File: src/hdl/mdcd_pkg.sv
package mdcd_pkg;

  // Number of button slots; valid button numbers run from 1 to BUTTONS-1.
  localparam int unsigned BUTTONS = 8;
  localparam int unsigned HELD_N  = BUTTONS - 1;
  localparam int unsigned IDX_W   = (HELD_N > 1) ? $clog2(HELD_N) : 1;

  localparam int unsigned CMD_W   = 2;
  localparam int unsigned BTN_W   = 4;
  localparam int unsigned POS_W   = 16;
  localparam int unsigned TS_W    = 32;
  localparam int unsigned MOD_W   = 3;
  localparam int unsigned KIND_W  = 2;
  localparam int unsigned CFG_W   = 16;
  localparam int unsigned CIDX_W  = 1;

  typedef enum logic [CMD_W-1:0] {
    CMD_BUTTON  = 2'd0,
    CMD_MOTION  = 2'd1,
    CMD_RELEASE = 2'd2
  } cmd_e;

  typedef enum logic [KIND_W-1:0] {
    EV_MOVE   = 2'd0,
    EV_DOWN   = 2'd1,
    EV_UP     = 2'd2,
    EV_DOUBLE = 2'd3
  } ev_kind_e;

  typedef enum logic [CIDX_W-1:0] {
    CFG_DC_TIME = 1'd0,
    CFG_DC_DIST = 1'd1
  } cfg_idx_e;

  typedef enum logic [2:0] {
    ST_IDLE,
    ST_EVAL,
    ST_MOVE,
    ST_BTN,
    ST_SCAN
  } state_e;

  typedef struct packed {
    logic in_ready;
    logic eval;
    logic emit_move;
    logic emit_btn;
    logic emit_up;
    logic scan_clear;
    logic scan_next;
    logic forget_click;
  } ctl_t;

  typedef struct packed {
    logic             in_valid;
    logic [CMD_W-1:0] cmd;
    logic             move_needed;
    logic             btn_go;
    logic             held_cur;
    logic             idx_last;
    logic             out_free;
  } stat_t;

endpackage

File: src/hdl/mdcd_if.sv
interface mdcd_in_if;
  logic                                valid;
  logic                                ready;
  logic [mdcd_pkg::CMD_W-1:0]          command;
  logic [mdcd_pkg::BTN_W-1:0]          button_number;
  logic                                pressed;
  logic signed [mdcd_pkg::POS_W-1:0]   pos_x;
  logic signed [mdcd_pkg::POS_W-1:0]   pos_y;
  logic [mdcd_pkg::TS_W-1:0]           timestamp;
  logic [mdcd_pkg::MOD_W-1:0]          modifiers;

  modport source (output valid, command, button_number, pressed, pos_x, pos_y,
                  timestamp, modifiers, input ready);
  modport sink (input valid, command, button_number, pressed, pos_x, pos_y,
                timestamp, modifiers, output ready);
endinterface

interface mdcd_out_if;
  logic                                valid;
  logic                                ready;
  logic [mdcd_pkg::KIND_W-1:0]         event_kind;
  logic signed [mdcd_pkg::POS_W-1:0]   event_x;
  logic signed [mdcd_pkg::POS_W-1:0]   event_y;
  logic [mdcd_pkg::BTN_W-1:0]          event_button;
  logic [mdcd_pkg::MOD_W-1:0]          event_modifiers;
  logic                                last_of_run;

  modport source (output valid, event_kind, event_x, event_y, event_button,
                  event_modifiers, last_of_run, input ready);
  modport sink (input valid, event_kind, event_x, event_y, event_button,
                event_modifiers, last_of_run, output ready);
endinterface

interface mdcd_cfg_if;
  logic                                valid;
  logic                                ready;
  logic [mdcd_pkg::CIDX_W-1:0]         index;
  logic [mdcd_pkg::CFG_W-1:0]          data;

  modport source (output valid, index, data, input ready);
  modport sink (input valid, index, data, output ready);
endinterface

File: src/hdl/mdcd_ctrl.sv
module mdcd_ctrl (
  input  logic            clk_i,
  input  logic            rst_ni,
  input  mdcd_pkg::stat_t st_i,
  output mdcd_pkg::ctl_t  ctl_o
);
  import mdcd_pkg::*;

  state_e state_q, state_d;

  always_ff @(posedge clk_i or negedge rst_ni) begin
    if (!rst_ni) begin
      state_q <= ST_IDLE;
    end else begin
      state_q <= state_d;
    end
  end

  always_comb begin
    state_d = state_q;
    ctl_o   = '0;
    unique case (state_q)
      ST_IDLE: begin
        ctl_o.in_ready = 1'b1;
        if (st_i.in_valid) begin
          state_d = ST_EVAL;
        end
      end
      ST_EVAL: begin
        ctl_o.eval = 1'b1;
        unique case (st_i.cmd)
          CMD_BUTTON, CMD_MOTION: state_d = ST_MOVE;
          CMD_RELEASE: begin
            ctl_o.scan_clear = 1'b1;
            state_d          = ST_SCAN;
          end
          default: state_d = ST_IDLE;
        endcase
      end
      ST_MOVE: begin
        if (!st_i.move_needed || st_i.out_free) begin
          ctl_o.emit_move = st_i.move_needed;
          state_d         = st_i.btn_go ? ST_BTN : ST_IDLE;
        end
      end
      ST_BTN: begin
        if (st_i.out_free) begin
          ctl_o.emit_btn = 1'b1;
          state_d        = ST_IDLE;
        end
      end
      ST_SCAN: begin
        // A held button must wait for room in the output register.
        if (!st_i.held_cur || st_i.out_free) begin
          ctl_o.emit_up = st_i.held_cur;
          if (st_i.idx_last) begin
            ctl_o.forget_click = 1'b1;
            state_d            = ST_IDLE;
          end else begin
            ctl_o.scan_next = 1'b1;
          end
        end
      end
      default: state_d = ST_IDLE;
    endcase
  end

endmodule

File: src/hdl/mdcd_datapath.sv
module mdcd_datapath (
  input  logic            clk_i,
  input  logic            rst_ni,
  mdcd_in_if.sink         in_ch,
  mdcd_out_if.source      out_ch,
  mdcd_cfg_if.sink        cfg_ch,
  input  mdcd_pkg::ctl_t  ctl_i,
  output mdcd_pkg::stat_t st_o
);
  import mdcd_pkg::*;

  // Latched input item.
  logic [CMD_W-1:0]        cmd_q;
  logic [BTN_W-1:0]        btn_q;
  logic                    down_q;
  logic signed [POS_W-1:0] x_q, y_q;
  logic [TS_W-1:0]         ts_q;
  logic [MOD_W-1:0]        mods_q;

  logic [CFG_W-1:0]        dct_q, dcd_q;

  logic signed [POS_W-1:0] ptr_x_q, ptr_y_q;
  logic [HELD_N-1:0]       held_q;
  logic [BTN_W-1:0]        clk_btn_q;
  logic [TS_W-1:0]         clk_time_q;
  logic signed [POS_W-1:0] clk_x_q, clk_y_q;

  logic move_q, valid_btn_q, dbl_q;
  logic [IDX_W-1:0] idx_q;

  logic                    out_valid_q;
  logic [KIND_W-1:0]       out_kind_q;
  logic signed [POS_W-1:0] out_x_q, out_y_q;
  logic [BTN_W-1:0]        out_btn_q;
  logic [MOD_W-1:0]        out_mods_q;
  logic                    out_last_q;

  logic                  load_in;
  logic                  out_free;
  logic                  move_w, valid_btn_w, dbl_w, in_time;
  logic [TS_W-1:0]       dt;
  logic signed [POS_W:0] dx, dy;
  logic signed [POS_W+1:0] dist_p, dist_n;
  logic                  near_x, near_y;
  logic [IDX_W-1:0]      bidx;
  logic                  higher_held;
  logic                  btn_go;

  assign in_ch.ready  = ctl_i.in_ready;
  assign load_in      = in_ch.valid && ctl_i.in_ready;
  assign cfg_ch.ready = 1'b1;
  assign out_free     = !out_valid_q || out_ch.ready;

  // Evaluation of the latched report against stored state.
  assign move_w      = (x_q != ptr_x_q) || (y_q != ptr_y_q);
  assign valid_btn_w = (btn_q != '0) && ({1'b0, btn_q} < (BTN_W + 1)'(BUTTONS));
  assign dt          = ts_q - clk_time_q;
  assign in_time     = dt[TS_W-1] || (dt <= {{(TS_W - CFG_W){1'b0}}, dct_q});
  assign dx          = {x_q[POS_W-1], x_q} - {clk_x_q[POS_W-1], clk_x_q};
  assign dy          = {y_q[POS_W-1], y_q} - {clk_y_q[POS_W-1], clk_y_q};
  assign dist_p      = $signed({2'b00, dcd_q});
  assign dist_n      = -dist_p;
  assign near_x      = ($signed({dx[POS_W], dx}) <= dist_p) &&
                       ($signed({dx[POS_W], dx}) >= dist_n);
  assign near_y      = ($signed({dy[POS_W], dy}) <= dist_p) &&
                       ($signed({dy[POS_W], dy}) >= dist_n);
  assign dbl_w       = (btn_q == clk_btn_q) && in_time && near_x && near_y;

  assign bidx   = IDX_W'(btn_q - BTN_W'(1));
  assign btn_go = (cmd_q == CMD_BUTTON) && valid_btn_q;

  always_comb begin
    higher_held = 1'b0;
    for (int j = 0; j < int'(HELD_N); j++) begin
      if (held_q[j] && (j > int'(idx_q))) begin
        higher_held = 1'b1;
      end
    end
  end

  always_comb begin
    st_o             = '0;
    st_o.in_valid    = in_ch.valid;
    st_o.cmd         = cmd_q;
    st_o.move_needed = move_q;
    st_o.btn_go      = btn_go;
    st_o.held_cur    = held_q[idx_q];
    st_o.idx_last    = (idx_q == IDX_W'(HELD_N - 1));
    st_o.out_free    = out_free;
  end

  always_ff @(posedge clk_i) begin
    if (load_in) begin
      cmd_q  <= in_ch.command;
      btn_q  <= in_ch.button_number;
      down_q <= in_ch.pressed;
      x_q    <= in_ch.pos_x;
      y_q    <= in_ch.pos_y;
      ts_q   <= in_ch.timestamp;
      mods_q <= in_ch.modifiers;
    end
    if (ctl_i.eval) begin
      move_q      <= move_w;
      valid_btn_q <= valid_btn_w;
      dbl_q       <= dbl_w;
    end
  end

  always_ff @(posedge clk_i or negedge rst_ni) begin
    if (!rst_ni) begin
      dct_q      <= '0;
      dcd_q      <= '0;
      ptr_x_q    <= '0;
      ptr_y_q    <= '0;
      held_q     <= '0;
      clk_btn_q  <= '0;
      clk_time_q <= '0;
      clk_x_q    <= '0;
      clk_y_q    <= '0;
      idx_q      <= '0;
    end else begin
      if (cfg_ch.valid) begin
        unique case (cfg_ch.index)
          CFG_DC_TIME: dct_q <= cfg_ch.data;
          CFG_DC_DIST: dcd_q <= cfg_ch.data;
          default: ;
        endcase
      end
      if (ctl_i.emit_move) begin
        ptr_x_q <= x_q;
        ptr_y_q <= y_q;
      end
      for (int j = 0; j < int'(HELD_N); j++) begin
        if (ctl_i.emit_btn && (int'(bidx) == j)) begin
          held_q[j] <= down_q;
        end else if (ctl_i.emit_up && (int'(idx_q) == j)) begin
          held_q[j] <= 1'b0;
        end
      end
      if (ctl_i.emit_btn && down_q) begin
        clk_btn_q  <= btn_q;
        clk_time_q <= ts_q;
        clk_x_q    <= x_q;
        clk_y_q    <= y_q;
      end else if (ctl_i.forget_click) begin
        clk_btn_q <= '0;
      end
      if (ctl_i.scan_clear) begin
        idx_q <= '0;
      end else if (ctl_i.scan_next) begin
        idx_q <= idx_q + IDX_W'(1);
      end
    end
  end

  // Output register: holds one event until the sink takes the beat.
  always_ff @(posedge clk_i or negedge rst_ni) begin
    if (!rst_ni) begin
      out_valid_q <= 1'b0;
    end else if (ctl_i.emit_move || ctl_i.emit_btn || ctl_i.emit_up) begin
      out_valid_q <= 1'b1;
    end else if (out_ch.ready) begin
      out_valid_q <= 1'b0;
    end
  end

  always_ff @(posedge clk_i) begin
    if (ctl_i.emit_move) begin
      out_kind_q <= EV_MOVE;
      out_x_q    <= x_q;
      out_y_q    <= y_q;
      out_btn_q  <= '0;
      out_mods_q <= mods_q;
      out_last_q <= !btn_go;
    end else if (ctl_i.emit_btn) begin
      out_kind_q <= !down_q ? EV_UP : (dbl_q ? EV_DOUBLE : EV_DOWN);
      out_x_q    <= x_q;
      out_y_q    <= y_q;
      out_btn_q  <= btn_q;
      out_mods_q <= mods_q;
      out_last_q <= 1'b1;
    end else if (ctl_i.emit_up) begin
      out_kind_q <= EV_UP;
      out_x_q    <= ptr_x_q;
      out_y_q    <= ptr_y_q;
      out_btn_q  <= BTN_W'(idx_q) + BTN_W'(1);
      out_mods_q <= mods_q;
      out_last_q <= !higher_held;
    end
  end

  assign out_ch.valid           = out_valid_q;
  assign out_ch.event_kind      = out_kind_q;
  assign out_ch.event_x         = out_x_q;
  assign out_ch.event_y         = out_y_q;
  assign out_ch.event_button    = out_btn_q;
  assign out_ch.event_modifiers = out_mods_q;
  assign out_ch.last_of_run     = out_last_q;

endmodule

File: src/hdl/mouse_double_click_detector_top.sv
// Pointer event generator with double-click detection.
// Input channel in_ch takes one pointer report per beat: a button report, a
// motion report or a release-all command. Output channel out_ch gives the
// resulting events, one per beat, with last_of_run set on the final event of
// each report. Channel cfg_ch writes the double-click time and distance
// limits; it is always ready and should only be used while the block is idle.
// A report is taken in the idle state and evaluated in the next cycle. A
// motion report then passes through the move state; a button report through
// the move state and then, for a valid button, the button state; release-all
// through the scan state, where the scan counter walks the held-button flags
// one per cycle unless a held button waits for the output register. Commands
// that are not defined return to idle after evaluation and give no events.
// The output register decouples the sink: a new report is accepted while the
// last event still waits; when the sink stalls, the controller holds until
// the output register is free. Reset clears the pointer position, held
// buttons, click memory and the configured limits.
module mouse_double_click_detector_top (
  input  logic       clk_i,
  input  logic       rst_ni,
  mdcd_in_if.sink    in_ch,
  mdcd_out_if.source out_ch,
  mdcd_cfg_if.sink   cfg_ch
);
  import mdcd_pkg::*;

  ctl_t  ctl;
  stat_t st;

  mdcd_ctrl u_ctrl (
    .clk_i  (clk_i),
    .rst_ni (rst_ni),
    .st_i   (st),
    .ctl_o  (ctl)
  );

  mdcd_datapath u_datapath (
    .clk_i  (clk_i),
    .rst_ni (rst_ni),
    .in_ch  (in_ch),
    .out_ch (out_ch),
    .cfg_ch (cfg_ch),
    .ctl_i  (ctl),
    .st_o   (st)
  );

endmodule

File: src/flat_wrapper.sv
// flat-port wrapper written by rule: the top's interface ports become plain ports
module mouse_double_click_detector_top_flat import mdcd_pkg::*;
  (clk_i, rst_ni, in_ch_valid, in_ch_command, in_ch_button_number, in_ch_pressed, in_ch_pos_x, in_ch_pos_y, in_ch_timestamp, in_ch_modifiers, in_ch_ready, out_ch_valid, out_ch_event_kind, out_ch_event_x, out_ch_event_y, out_ch_event_button, out_ch_event_modifiers, out_ch_last_of_run, out_ch_ready, cfg_ch_valid, cfg_ch_index, cfg_ch_data, cfg_ch_ready);
  mdcd_in_if in_ch_i ();
  mdcd_out_if out_ch_i ();
  mdcd_cfg_if cfg_ch_i ();
  input  logic clk_i;
  input  logic rst_ni;
  input wire logic [$bits(in_ch_i.valid)-1:0] in_ch_valid;
  input wire logic [$bits(in_ch_i.command)-1:0] in_ch_command;
  input wire logic [$bits(in_ch_i.button_number)-1:0] in_ch_button_number;
  input wire logic [$bits(in_ch_i.pressed)-1:0] in_ch_pressed;
  input wire logic [$bits(in_ch_i.pos_x)-1:0] in_ch_pos_x;
  input wire logic [$bits(in_ch_i.pos_y)-1:0] in_ch_pos_y;
  input wire logic [$bits(in_ch_i.timestamp)-1:0] in_ch_timestamp;
  input wire logic [$bits(in_ch_i.modifiers)-1:0] in_ch_modifiers;
  output wire logic [$bits(in_ch_i.ready)-1:0] in_ch_ready;
  output wire logic [$bits(out_ch_i.valid)-1:0] out_ch_valid;
  output wire logic [$bits(out_ch_i.event_kind)-1:0] out_ch_event_kind;
  output wire logic [$bits(out_ch_i.event_x)-1:0] out_ch_event_x;
  output wire logic [$bits(out_ch_i.event_y)-1:0] out_ch_event_y;
  output wire logic [$bits(out_ch_i.event_button)-1:0] out_ch_event_button;
  output wire logic [$bits(out_ch_i.event_modifiers)-1:0] out_ch_event_modifiers;
  output wire logic [$bits(out_ch_i.last_of_run)-1:0] out_ch_last_of_run;
  input wire logic [$bits(out_ch_i.ready)-1:0] out_ch_ready;
  input wire logic [$bits(cfg_ch_i.valid)-1:0] cfg_ch_valid;
  input wire logic [$bits(cfg_ch_i.index)-1:0] cfg_ch_index;
  input wire logic [$bits(cfg_ch_i.data)-1:0] cfg_ch_data;
  output wire logic [$bits(cfg_ch_i.ready)-1:0] cfg_ch_ready;
  assign in_ch_i.valid = in_ch_valid;
  assign in_ch_i.command = in_ch_command;
  assign in_ch_i.button_number = in_ch_button_number;
  assign in_ch_i.pressed = in_ch_pressed;
  assign in_ch_i.pos_x = in_ch_pos_x;
  assign in_ch_i.pos_y = in_ch_pos_y;
  assign in_ch_i.timestamp = in_ch_timestamp;
  assign in_ch_i.modifiers = in_ch_modifiers;
  assign in_ch_ready = in_ch_i.ready;
  assign out_ch_valid = out_ch_i.valid;
  assign out_ch_event_kind = out_ch_i.event_kind;
  assign out_ch_event_x = out_ch_i.event_x;
  assign out_ch_event_y = out_ch_i.event_y;
  assign out_ch_event_button = out_ch_i.event_button;
  assign out_ch_event_modifiers = out_ch_i.event_modifiers;
  assign out_ch_last_of_run = out_ch_i.last_of_run;
  assign out_ch_i.ready = out_ch_ready;
  assign cfg_ch_i.valid = cfg_ch_valid;
  assign cfg_ch_i.index = cfg_ch_index;
  assign cfg_ch_i.data = cfg_ch_data;
  assign cfg_ch_ready = cfg_ch_i.ready;
  mouse_double_click_detector_top u_core (.clk_i(clk_i), .rst_ni(rst_ni), .in_ch(in_ch_i), .out_ch(out_ch_i), .cfg_ch(cfg_ch_i));
endmodule
File: config.mk
export PLATFORM = sky130hd
export DESIGN_NAME = mouse_double_click_detector_top_flat
export DESIGN_NICKNAME = d
export VERILOG_FILES = /design/src/hdl/mdcd_pkg.sv /design/src/hdl/mdcd_if.sv /design/src/hdl/mdcd_ctrl.sv /design/src/hdl/mdcd_datapath.sv /design/src/hdl/mouse_double_click_detector_top.sv /design/src/flat_wrapper.sv
export SDC_FILE = /design/constraint.sdc
export NUM_CORES = 1
export LEC_CHECK = 0
export BUFFER_PORTS_ARGS = -buffer_cell sky130_fd_sc_hd__buf_2
export CAP_MARGIN = 5
export CORE_MARGIN = 1
export CORE_UTILIZATION = 45
export DETAILED_ROUTE_END_ITERATION = 16
export GPL_TIMING_DRIVEN = 0
export PLACE_DENSITY = 0.65
export SLEW_MARGIN = 20
export SYNTH_ARGS = -nofsm -noshare
export SYNTH_HDL_FRONTEND = slang
export SYNTH_HIERARCHICAL = 1
export SYNTH_SLANG_ARGS = --single-unit
export TNS_END_PERCENT = 30
File: constraint.sdc
create_clock -name clk_i -period 4.1 [get_ports clk_i]
set_clock_uncertainty 0.1 [all_clocks]
set_input_delay 0.205 -clock clk_i [delete_from_list [all_inputs] [get_ports clk_i]]
set_output_delay 0.205 -clock clk_i [all_outputs]
set_load 0.05 [all_outputs]
==> impl_metrics.env <==
export IMPL_drv_cap=0
export IMPL_slew_headroom_pct=42.7
export IMPL_crit_type="reg -> reg"
export IMPL_seq_area_um2=7170
export IMPL_arrival_ns=4.39
export IMPL_clockBufferDepth=3
export IMPL_hold_viol_final=0
export IMPL_synth_top_area_share_pct=22.8
export IMPL_grt_pass1_vias=12000
export IMPL_violations="setup timing"
export IMPL_synthFlopType="dfrtp_1"
export IMPL_synth_seq_cells=265
export IMPL_synth_cell_types=85
export IMPL_fin_crit_sh_pct=100
export IMPL_cp_required_ns=4.39
export IMPL_die_h_um=191
export IMPL_p_total_mw=17.9
export IMPL_drt_iter0_drc=578
export IMPL_synth_fp_nets=1725
export IMPL_synthCells=1474
export IMPL_std_cell_rows=68
export IMPL_static_leakage_power_nw=8.49
export IMPL_synth_area_top_cells="dfrtp_1 23%, edfxtp_1 21%, ha_1 12%"
export IMPL_cp_max_fo=4
export IMPL_setup_violations_final=1
export IMPL_clock_fmax_ghz=0.243
export IMPL_nNetsFinal=2008
export IMPL_viasPerCell=5.39
export IMPL_post_route_min_period_ns=4.11
export IMPL_synth_edf_count=113
export IMPL_fill_cells=2938
export IMPL_max_vdd_ir_drop_mv=0.573
export IMPL_io_pins=141
export IMPL_layout_commonest_cell="dfrtp_1"
export IMPL_tightest_slew_ns=0.859
export IMPL_vias=12000
export IMPL_cts_buffers=28
export IMPL_drive_above_1_share_pct=25.1
export IMPL_die_x_um=191
export IMPL_area_growth_pct=23.8
export IMPL_powerDensity_nw_per_um2=904
export IMPL_dp_worst_setup_slack_ns=-0.654
export IMPL_grt_overflow=0
export IMPL_cts_root_buffer="clkbuf_16"
export IMPL_track_usage_pct=21.6
export IMPL_start_util_pct=46.0
export IMPL_gp_congestion=0.884
export IMPL_yosysWarnings=6
export IMPL_finalWorstSetupSlack_ns=-0.00761
export IMPL_hp_class="in -> reg"
export IMPL_synth_seq_area_share_pct=44.7
export IMPL_h_tree_depth=1
export IMPL_syn_area_per_cell_um2=10.9
export IMPL_drv_slew=0
export IMPL_core_um2=34800
export IMPL_die_area_um2=36400
export IMPL_diodes=0
export IMPL_clk_latency_ns=0.56
export IMPL_grt_pass1_wl_um=62100
export IMPL_rr_worst_depth=16
export IMPL_most_common_layout_cells="146 x dfrtp_1, 139 x ha_1, 138 x buf_2, 138 x mux2_2, 124 x inv_1"
export IMPL_drtAntennaViolNets=0
export IMPL_drc_errors=0
export IMPL_hold_path_depth=4
export IMPL_grt_max_degree=88
export IMPL_io_buffers=139
export IMPL_synth_top_cell_by_area="dfrtp_1"
export IMPL_antenna_found_initial=0
export IMPL_routed_wl_um=39300
export IMPL_hpwl_um=28700
export IMPL_multi_input_area_um2=8590
export IMPL_tritoncts="yes"
export IMPL_clk_pin_slew_ns=0.06
export IMPL_outcome="finished, violations left"
export IMPL_wire_per_inst_um=17.6
export IMPL_first_pass_iters=5
export IMPL_cp_start_kind="flop"
export IMPL_end_kind="flop"
export IMPL_syn_area_um2=16000
export IMPL_rsz0062_at_grt="true"
export IMPL_clkSinkCount=265
export IMPL_synth_async_reset_ratio_pct=55.1
[per-stage QoR]
step	util (%)	hold WS, ns	std cells	instance area [um2]	setup TNS (ns)
6_report	57.0	0.0288	2234	19800	-0.00761
5_1_grt	57.0	0.0166	2234	19800	-0.239
4_1_cts	56.1	0.00592	2228	19500	0
3_5_place_dp	50.0	0.167	2071	17400	-0.654
3_3_place_gp	49.7	0.281	2068	17300	-0.587
2_1_floorplan	-	-0.191	1474	16000	0
[metal layers]
metal  up-vias  GRT usage (%)  routed length [um]
met2       243           37.6               19400
li1       5905              -                   -
met4         0           6.40                1030
met1      5823           27.9               17500
met3        64           2.96                1430
met5         -              0                   0
[cell usage after synthesis (7+ instances only)]
master      n
a211oi_1    8
a21o_1     40
a21oi_1    83
a31oi_1     7
and3_1     13
buf_4       8
clkbuf_1   28
dfrtp_1   146
edfxtp_1  113
ha_1      152
inv_1     126
mux2_2    138
nand2_1    88
nand2b_1   19
nand3_1    30
nand4_1    37
nor2_1     71
nor2b_1    19
nor3_1     27
nor4_1     11
o211ai_1   12
o21a_1      7
o21ai_0    63
xnor2_1    82
xor2_1     14
[worst paths after layout]
path / startpoint / endpoint / slack (ns)
max: u_core/u_datapath/ts_q[8]$_DFFE_PP_ / u_core/u_datapath/dbl_q$_DFFE_PP_ / -0.008
min: in_ch_valid / u_core/u_ctrl/state_q[0]$_DFFE_PN0P_ / 0.03
max reg2reg: u_core/u_datapath/ts_q[8]$_DFFE_PP_ / u_core/u_datapath/dbl_q$_DFFE_PP_ / -0.008
min reg2reg: u_core/u_datapath/mods_q[2]$_DFFE_PP_ / u_core/u_datapath/out_ch.event_modifiers[2]$_DFFE_PP_ / 0.32
max in group asynchronous: rst_ni / u_core/u_datapath/clk_x_q[11]$_DFFE_PN0P_ / 2.98
min in group asynchronous: rst_ni / u_core/u_datapath/clk_time_q[25]$_DFFE_PN0P_ / 0.15
[sequential cells by signal (all words and copies together) (netlist names), 3 cells and up]
signal,count
u_core/u_ctrl/state_q,3
u_core/u_datapath/idx_q,3
u_core/u_datapath/ptr_x_q,16
u_core/u_datapath/x_q,16
u_core/u_datapath/y_q,16
u_core/u_datapath/clk_btn_q,4
u_core/u_datapath/clk_y_q,16
u_core/u_datapath/out_ch.event_x,16
u_core/u_datapath/out_ch.event_modifiers,3
u_core/u_datapath/dct_q,16
u_core/u_datapath/clk_x_q,16
u_core/u_datapath/clk_time_q,32
u_core/u_datapath/mods_q,3
u_core/u_datapath/btn_q,4
u_core/u_datapath/ts_q,32
u_core/u_datapath/out_ch.event_button,4
u_core/u_datapath/held_q,7
u_core/u_datapath/dcd_q,16
u_core/u_datapath/out_ch.event_y,16
u_core/u_datapath/ptr_y_q,16
[report_power, final]
part / leakage (nW) / total (mW) / internal [mW] / switching, mW
combinational: 5.13 / 10.9 / 4.80 / 6.06
sequential: 2.91 / 4.54 / 3.89 / 0.649
clock: 0.449 / 2.54 / 1.49 / 1.04
[cell families after synthesis]
| kind of cell | share of synthesized area [%] |
|---|---|
| compound gates | 11.7 |
| fa+ha+maj | 12.2 |
| simple gates | 11.3 |
| buf+inv | 4.61 |
| mux | 10.2 |
| other cells | 0.0234 |
| flops | 44.7 |
| xor+xnor | 5.25 |
[what timing repair did]
item                                    CTS  global route
endpoints found under the hold margin   193             0
pin swaps                                33            46
hold buffers                             93             0
gates resized for setup                  51            48
endpoints found under the setup margin    1             1
buffers inserted                         12             7
[critical path, cell delays in order (launching register included)]
cell and delay, ns:
edfxtp_1 0.41, ha_1 0.40, o211ai_1 0.12, nor2_1 0.22, o211ai_2 0.17, nand3_2 0.14
a31oi_4 0.09, xnor2_1 0.15, ha_1 0.34, and3_4 0.21, nand4_1 0.15, or3_4 0.45
o31ai_4 0.09, o2111ai_2 0.16, nor4_2 0.26, nand4_1 0.24, a211oi_2 0.23
[final cells by class]
class                   instances  share of cell area (%)
repair buffers                254                    9.40
well taps                     455                    2.87
clock inverters                11                   0.523
flip-flops and latches        265                    36.1
clock buffers                  41                    4.09
plain buffers                  49                    1.31
multi-input cells            1033                    43.3
inverters                     126                    2.38
No activity file was read; power rests on OpenSTA's default activity.
